### src/sv/btpl_pkg.sv
// ----------------------------------------------------------------------------
// btpl_pkg
// Shared constants and types for the binary trie prefix lookup core.
// ----------------------------------------------------------------------------
package btpl_pkg;

    localparam int NODE_COUNT_DEF = 1024;
    localparam int ID_BITS_DEF    = 16;
    localparam int ADDR_BITS      = 32;
    localparam int LEN_W          = 6;
    localparam int OUT_ID_W       = 16;

    localparam logic CMD_LOOKUP = 1'b0;
    localparam logic CMD_INSERT = 1'b1;

    localparam logic STATUS_DONE = 1'b0;
    localparam logic STATUS_FULL = 1'b1;

    typedef enum logic [2:0] {
        S_IDLE  = 3'b001,
        S_WALK  = 3'b010,
        S_ALLOC = 3'b100
    } t_state;

    typedef struct packed {
        logic rd_en;
        logic wr_zero;
        logic wr_one;
        logic wr_mark;
    } t_mem_ctl;

endpackage

### src/sv/btpl_seq.sv
// ----------------------------------------------------------------------------
// btpl_seq
// Trie walk sequencer: one node per cycle for lookup and insert, node
// allocation from the free pointer, and the result register.
// ----------------------------------------------------------------------------
module btpl_seq #(
    parameter int NODE_COUNT = btpl_pkg::NODE_COUNT_DEF,
    parameter int ID_BITS    = btpl_pkg::ID_BITS_DEF
) (
    input  logic                                i_clk,
    input  logic                                i_rst_n,
    input  logic                                i_s_tvalid,
    output logic                                o_s_tready,
    input  logic                                i_cmd,
    input  logic [btpl_pkg::ADDR_BITS-1:0]      i_addr,
    input  logic [btpl_pkg::LEN_W-1:0]          i_len,
    input  logic [btpl_pkg::OUT_ID_W-1:0]       i_id,
    output logic                                o_m_tvalid,
    input  logic                                i_m_tready,
    output logic                                o_status,
    output logic                                o_hit,
    output logic [btpl_pkg::OUT_ID_W-1:0]       o_mid,
    output btpl_pkg::t_mem_ctl                  o_ctl,
    output logic [$clog2(NODE_COUNT)-1:0]       o_rd_addr,
    output logic [$clog2(NODE_COUNT)-1:0]       o_wr_addr,
    output logic [$clog2(NODE_COUNT)-1:0]       o_wr_zero,
    output logic [$clog2(NODE_COUNT)-1:0]       o_wr_one,
    output logic                                o_wr_has,
    output logic [ID_BITS-1:0]                  o_wr_id,
    input  logic [$clog2(NODE_COUNT)-1:0]       i_q_zero,
    input  logic [$clog2(NODE_COUNT)-1:0]       i_q_one,
    input  logic                                i_q_has,
    input  logic [ID_BITS-1:0]                  i_q_id
);

    localparam int IDX_W  = $clog2(NODE_COUNT);
    localparam int FREE_W = $clog2(NODE_COUNT + 1);
    localparam int AW     = btpl_pkg::ADDR_BITS;
    localparam int LW     = btpl_pkg::LEN_W;
    localparam int OW     = btpl_pkg::OUT_ID_W;
    localparam logic [FREE_W-1:0] POOL_END = FREE_W'(NODE_COUNT);
    localparam logic [LW-1:0]     MAX_LEN  = LW'(btpl_pkg::ADDR_BITS);

    btpl_pkg::t_state r_state, n_state;
    logic              r_cmd, n_cmd;
    logic [AW-1:0]     r_addr, n_addr;
    logic [LW-1:0]     r_cnt, n_cnt;
    logic [ID_BITS-1:0] r_id, n_id;
    logic [IDX_W-1:0]  r_cur, n_cur;
    logic [FREE_W-1:0] r_free, n_free;
    logic              r_hit, n_hit;
    logic [ID_BITS-1:0] r_mid, n_mid;
    logic              r_ov, n_ov;
    logic              r_o_status, n_o_status;
    logic              r_o_hit, n_o_hit;
    logic [OW-1:0]     r_o_mid, n_o_mid;

    logic              bit_v;
    logic [IDX_W-1:0]  nxt;
    logic              out_free;
    logic              pool_full;
    logic [IDX_W-1:0]  free_idx;
    logic [IDX_W-1:0]  child;
    logic              acc_hit;
    logic [ID_BITS-1:0] acc_mid;

    assign bit_v     = r_addr[AW-1];
    assign nxt       = bit_v ? i_q_one : i_q_zero;
    assign out_free  = !r_ov || i_m_tready;
    assign pool_full = (r_free == POOL_END);
    assign free_idx  = r_free[IDX_W-1:0];
    assign child     = pool_full ? '0 : free_idx;
    assign acc_hit   = r_hit | i_q_has;
    assign acc_mid   = i_q_has ? i_q_id : r_mid;

    always_comb begin
        n_state    = r_state;
        n_cmd      = r_cmd;
        n_addr     = r_addr;
        n_cnt      = r_cnt;
        n_id       = r_id;
        n_cur      = r_cur;
        n_free     = r_free;
        n_hit      = r_hit;
        n_mid      = r_mid;
        n_ov       = r_ov && !i_m_tready;
        n_o_status = r_o_status;
        n_o_hit    = r_o_hit;
        n_o_mid    = r_o_mid;
        o_ctl      = '0;
        o_rd_addr  = nxt;
        o_wr_addr  = r_cur;
        o_wr_zero  = free_idx;
        o_wr_one   = free_idx;
        o_wr_has   = 1'b1;
        o_wr_id    = r_id;

        unique case (r_state)
            btpl_pkg::S_IDLE: begin
                if (i_s_tvalid) begin
                    n_cmd       = i_cmd;
                    n_addr      = i_addr;
                    n_cnt       = (i_cmd == btpl_pkg::CMD_INSERT) ?
                                  ((i_len > MAX_LEN) ? MAX_LEN : i_len) : MAX_LEN;
                    n_id        = ID_BITS'(i_id);
                    n_cur       = '0;
                    n_hit       = 1'b0;
                    n_mid       = '0;
                    o_ctl.rd_en = 1'b1;
                    o_rd_addr   = '0;
                    n_state     = btpl_pkg::S_WALK;
                end
            end
            btpl_pkg::S_WALK: begin
                if (r_cmd == btpl_pkg::CMD_LOOKUP) begin
                    if (r_cnt == '0 || nxt == '0) begin
                        if (out_free) begin
                            n_ov       = 1'b1;
                            n_o_status = btpl_pkg::STATUS_DONE;
                            n_o_hit    = acc_hit;
                            n_o_mid    = OW'(acc_mid);
                            n_state    = btpl_pkg::S_IDLE;
                        end
                    end else begin
                        n_hit       = acc_hit;
                        n_mid       = acc_mid;
                        o_ctl.rd_en = 1'b1;
                        n_cur       = nxt;
                        n_addr      = r_addr << 1;
                        n_cnt       = r_cnt - 1'b1;
                    end
                end else begin
                    if (r_cnt == '0) begin
                        if (out_free) begin
                            o_ctl.wr_mark = 1'b1;
                            n_ov          = 1'b1;
                            n_o_status    = btpl_pkg::STATUS_DONE;
                            n_o_hit       = 1'b0;
                            n_o_mid       = '0;
                            n_state       = btpl_pkg::S_IDLE;
                        end
                    end else if (nxt != '0) begin
                        o_ctl.rd_en = 1'b1;
                        n_cur       = nxt;
                        n_addr      = r_addr << 1;
                        n_cnt       = r_cnt - 1'b1;
                    end else if (pool_full) begin
                        if (out_free) begin
                            n_ov       = 1'b1;
                            n_o_status = btpl_pkg::STATUS_FULL;
                            n_o_hit    = 1'b0;
                            n_o_mid    = '0;
                            n_state    = btpl_pkg::S_IDLE;
                        end
                    end else begin
                        // link the first new node under the existing parent
                        o_ctl.wr_zero = !bit_v;
                        o_ctl.wr_one  = bit_v;
                        n_cur         = free_idx;
                        n_free        = r_free + 1'b1;
                        n_addr        = r_addr << 1;
                        n_cnt         = r_cnt - 1'b1;
                        n_state       = btpl_pkg::S_ALLOC;
                    end
                end
            end
            btpl_pkg::S_ALLOC: begin
                // write the fresh node whole, pointing at the next one if any
                o_ctl.wr_zero = 1'b1;
                o_ctl.wr_one  = 1'b1;
                o_ctl.wr_mark = 1'b1;
                if (r_cnt == '0) begin
                    o_wr_zero = '0;
                    o_wr_one  = '0;
                    o_wr_has  = 1'b1;
                    if (out_free) begin
                        n_ov       = 1'b1;
                        n_o_status = btpl_pkg::STATUS_DONE;
                        n_o_hit    = 1'b0;
                        n_o_mid    = '0;
                        n_state    = btpl_pkg::S_IDLE;
                    end
                end else begin
                    o_wr_zero = bit_v ? '0 : child;
                    o_wr_one  = bit_v ? child : '0;
                    o_wr_has  = 1'b0;
                    if (!pool_full) begin
                        n_cur  = free_idx;
                        n_free = r_free + 1'b1;
                        n_addr = r_addr << 1;
                        n_cnt  = r_cnt - 1'b1;
                    end else if (out_free) begin
                        n_ov       = 1'b1;
                        n_o_status = btpl_pkg::STATUS_FULL;
                        n_o_hit    = 1'b0;
                        n_o_mid    = '0;
                        n_state    = btpl_pkg::S_IDLE;
                    end
                end
            end
            default: begin
                n_state = btpl_pkg::S_IDLE;
            end
        endcase
    end

    always_ff @(posedge i_clk) begin
        if (!i_rst_n) begin
            r_state <= btpl_pkg::S_IDLE;
            r_free  <= FREE_W'(1);
            r_ov    <= 1'b0;
        end else begin
            r_state <= n_state;
            r_free  <= n_free;
            r_ov    <= n_ov;
        end
    end

    always_ff @(posedge i_clk) begin
        r_cmd      <= n_cmd;
        r_addr     <= n_addr;
        r_cnt      <= n_cnt;
        r_id       <= n_id;
        r_cur      <= n_cur;
        r_hit      <= n_hit;
        r_mid      <= n_mid;
        r_o_status <= n_o_status;
        r_o_hit    <= n_o_hit;
        r_o_mid    <= n_o_mid;
    end

    assign o_s_tready = (r_state == btpl_pkg::S_IDLE);
    assign o_m_tvalid = r_ov;
    assign o_status   = r_o_status;
    assign o_hit      = r_o_hit;
    assign o_mid      = r_o_mid;

endmodule

### config.mk
export PLATFORM = sky130hd
export DESIGN_NAME = btpl_seq
export DESIGN_NICKNAME = d
export VERILOG_FILES = /design/src/sv/btpl_pkg.sv /design/src/sv/btpl_seq.sv
export SDC_FILE = /design/constraint.sdc
export NUM_CORES = 1
export LEC_CHECK = 0
export ABC_AREA = 1
export BUFFER_PORTS_ARGS = -buffer_cell sky130_fd_sc_hd__clkbuf_2
export CAP_MARGIN = 30
export CORE_AREA = 10 10 144 146
export DETAILED_ROUTE_END_ITERATION = 10
export DIE_AREA = 0 0 154 156
export HOLD_SLACK_MARGIN = 0.1
export MAX_ROUTING_LAYER = met4
export PLACE_DENSITY = 0.67
export SYNTH_ARGS = -nofsm -noshare
export SYNTH_HDL_FRONTEND = slang
export SYNTH_SLANG_ARGS = --single-unit
### constraint.sdc
create_clock -name i_clk -period 5.28 [get_ports i_clk]
set_clock_uncertainty 0.15 [all_clocks]
set_input_delay 0.528 -clock i_clk [delete_from_list [all_inputs] [get_ports i_clk]]
set_output_delay 0.528 -clock i_clk [all_outputs]
set_load 0.1 [all_outputs]
==> flow_metrics.env <==
export IMPL_status="finished clean"
export IMPL_multi_input_area_um2=2407
export IMPL_max_slew_margin_rel_pct=43.41
export IMPL_timing_worst_setup_path_type="reg2out"
export IMPL_cts_setup_buffers=0
export IMPL_avgRoutedWirePerCell_um=16.53
export IMPL_synth_area_per_cell_um2=8.776
export IMPL_clock_latency_ns=0.42
export IMPL_p_leak_nw=3.462
export IMPL_power_density_nw_per_um2=533.7
export IMPL_ys_types=32
export IMPL_numCtsBuffers=17
export IMPL_fillers=1766
export IMPL_yosys_warnings=0
export IMPL_reg2reg_from="r_addr[31]$_DFFE_PP_"
export IMPL_totalWireLength_um=18280
export IMPL_max_freq_mhz=258.9
export IMPL_dp_cells=1075
export IMPL_dp_slack_ns=1.817
export IMPL_vias=5495
export IMPL_synth_area_um2=6135
export IMPL_grt_max_degree=43
export IMPL_yosysTopAreaCell="edfxtp_1"
export IMPL_num_io_pins=177
export IMPL_overflow=0
export IMPL_critPathMaxFanout=20
export IMPL_holdPathStages=1
export IMPL_post_dp_hpwl_um=13600
export IMPL_async_flop_share_pct=0
export IMPL_cts_resized=0
export IMPL_setup_viol=0
export IMPL_p_comb_share_pct=35.3
export IMPL_ff2ff_path_depth=9
export IMPL_drt_iter0_drc=408
export IMPL_fin_crit_ns=3.863
export IMPL_cts_root_buf="clkbuf_16"
export IMPL_drv_slew=0
export IMPL_gp_congestion=0.8704
export IMPL_cp_startpoint="r_addr[31]$_DFFE_PP_"
export IMPL_via_per_inst=4.968
export IMPL_p_int_w=0.002417
export IMPL_crit_arrival_ns=3.18
export IMPL_drc=0
export IMPL_grt_pass1_wl_um=29280
export IMPL_irDropWorstVdd_uv=274.5
export IMPL_path_clk_slew_ns=0.06
export IMPL_min_period_over_period_pct=73.16
export IMPL_io_buffers=176
export IMPL_grt_usage_pct=15.40
export IMPL_max_cap_violations=0
export IMPL_power_frac_seq_pct=34.0
export IMPL_p_sw_share_pct=41.93
export IMPL_timing_final_ws_setup_ns=1.417
export IMPL_die_h_um=156
export IMPL_rows=49
export IMPL_rsz0062_at_grt="no"
export IMPL_synth_edf_count=100
export IMPL_worstMarginPinSlew_ns=0.8469
export IMPL_die_area_um2=24020
export IMPL_synthFlopType="edfxtp_1"
export IMPL_coreArea_um2=17840
export IMPL_seq_area_um2=3303
export IMPL_worst_hold_path_type="in2reg"
export IMPL_cts_htree_levels=4
export IMPL_cp_end_kind="output port"
export IMPL_cts_tree="yes"
export IMPL_antenna_found_initial=0
export IMPL_dr_pass1_iters=5
export IMPL_clockBufferDepth=2
export IMPL_switchingPower_w=0.001745
export IMPL_fin_setup_tns_ns=0
export IMPL_postRouteAntennaNets=0
export IMPL_ys_seq_elements=115
export IMPL_hold_viol=0
export IMPL_final_layout_size_suffix_gt1_share_pct=26.00
export IMPL_die_w_um=154
export IMPL_timing_rr_end="r_addr[2]$_DFFE_PP_"
export IMPL_cts_sinks=115
export IMPL_final_nets=965
export IMPL_cts_hold_buf=0
export IMPL_stdcell_count=1106
export IMPL_critPathRequiredTime_ns=4.60
export IMPL_grt_pass1_vias=5635
export IMPL_ys_seq_area_share_pct=53.84
export IMPL_crit_end="o_ctl[2]"
export IMPL_clkPwrFrac_pct=30.6
export IMPL_synthDominantCellAreaShare_pct=48.95
export IMPL_synth_cells=699
export IMPL_diodes=0
export IMPL_start_util_pct=34.39
export IMPL_critPathLaunchType="register"
export IMPL_synthTopCellsByArea="edfxtp_1, nand2_1, nand3_1"
export IMPL_area_growth_pct=27.11
export IMPL_syn_num_nets=799
export IMPL_ff2ff_setup_slack_ns=1.86
-- cells in the final DEF (no fill, tap or decap), types with 2 or more instances in the layout --
master     instances
clkbuf_2         176
nand2_1          162
nand3_1          117
edfxtp_1         100
nor2_1            77
inv_1             55
o21ai_0           29
a21oi_1           25
clkbuf_16         17
mux2i_1           16
dfxtp_1           15
xor2_1            12
nand2_2           10
nand4_1            9
o22ai_1            8
bufinv_16          6
buf_4              6
nor3_1             5
ha_1               4
clkinv_1           3
o211ai_1           3
clkbuf_1           3
o31ai_1            2
o21ai_1            2
-- logic make-up (layout without fill, tap and decap cells) --
kind of cell             after synthesis  after routing  share of synthesized area, %
flip-flops                           115            115                         53.84
AO/OA/AOI/OAI                         74             74                         6.649
adder cells (fa/ha/maj)                4              4                        0.8159
multiplexers                          16             16                         2.611
buffers and inverters                 93            271                         7.138
AND/OR/NAND/NOR                      385            385                         27.23
XOR/XNOR                              12             12                         1.713
-- area by class of cell --
type,count,area share [%]
Timing Repair Buffer,183,12.07
Inverter,57,2.744
Clock inverter,11,2.680
Sequential cell,115,42.36
Clock buffer,20,5.600
Tap cell,229,3.675
Multi-Input combinational cell,491,30.87
-- power by group through the flow --
stage / registers, W / clock network, W / logic [W]
final: 0.00142 / 0.00127 / 0.00147
after global routing: 0.00144 / 0.00135 / 0.00157
after CTS: 0.00142 / 0.00130 / 0.00148
after detailed placement: 0.00143 / 0 / 0.00148
after global placement: 0.00142 / 0 / 0.00146
after floorplan: 0.00183 / 0 / 0.000768
-- routing by layer --
layer | wire [um] | global-route usage (%) | up-vias | part of all wire [%]
met3 | 1273 | 4.494 | 47 | 7.0
met2 | 8472 | 24.16 | 214 | 46
met1 | 7908 | 17.58 | 2519 | 43
met5 | 0 | - | - | 0
li1 | - | - | 2715 | -
met4 | 622 | 8.007 | 0 | 3.4
-- worst min-delay path by stage --
stage	from	end	slack, ns
floorplan	r_free[9]$_SDFFE_PN0P_	r_free[9]$_SDFFE_PN0P_	0.30
global placement	r_free[9]$_SDFFE_PN0P_	r_free[9]$_SDFFE_PN0P_	0.32
detailed placement	r_free[9]$_SDFFE_PN0P_	r_free[9]$_SDFFE_PN0P_	0.32
CTS	i_id[5]	o_wr_id[5]$_DFFE_PP_	0.12
global route	i_id[13]	o_wr_id[13]$_DFFE_PP_	0.12
finish	i_id[5]	o_wr_id[5]$_DFFE_PP_	0.13
-- through the flow --
step                      utilization, %  power (W)  area [um^2]  hold WS, ns
final                              43.71   0.004161         7797       0.1338
after global routing               43.71   0.004357         7797       0.1206
after CTS                          43.71   0.004199         7797       0.1192
after detailed placement           40.09   0.002913         7152       0.3197
after global placement             40.00   0.002884         7137       0.3168
after floorplan                        -   0.002600         6138       0.3032
-- worst max-delay path: stages (launching register included) --
cell,delay (ns)
edfxtp_1,0.81
inv_2,0.28
nand2_1,0.12
nand2_1,0.07
nor2_1,0.19
nand3_1,0.18
nor2_4,0.16
nand2_2,0.09
o31ai_1,0.33
clkbuf_2,0.53
-- state kept, by name, indices dropped and copies added (netlist names) --
| name | flops |
|---|---|
| o_wr_addr | 10 |
| r_hit | 1 |
| o_wr_id | 16 |
| r_cmd | 1 |
| r_addr | 32 |
| o_mid | 16 |
| o_status | 1 |
| o_hit | 1 |
| o_m_tvalid | 1 |
| r_mid | 16 |
| r_cnt | 6 |
| r_state | 3 |
| r_free | 11 |
-- synthesized netlist by cell type (2+ instances only) --
master    count
nand2_1     162
nand3_1     117
edfxtp_1    100
nor2_1       78
inv_1        55
o21ai_0      30
a21oi_1      26
clkbuf_1     17
mux2i_1      16
dfxtp_1      15
xor2_1       12
buf_6        10
nand2_2      10
nand4_1       9
buf_2         8
o22ai_1       8
nor3_1        5
ha_1          4
o211ai_1      3
o31ai_1       2
Note: power is estimated with default switching activity, not from simulation.
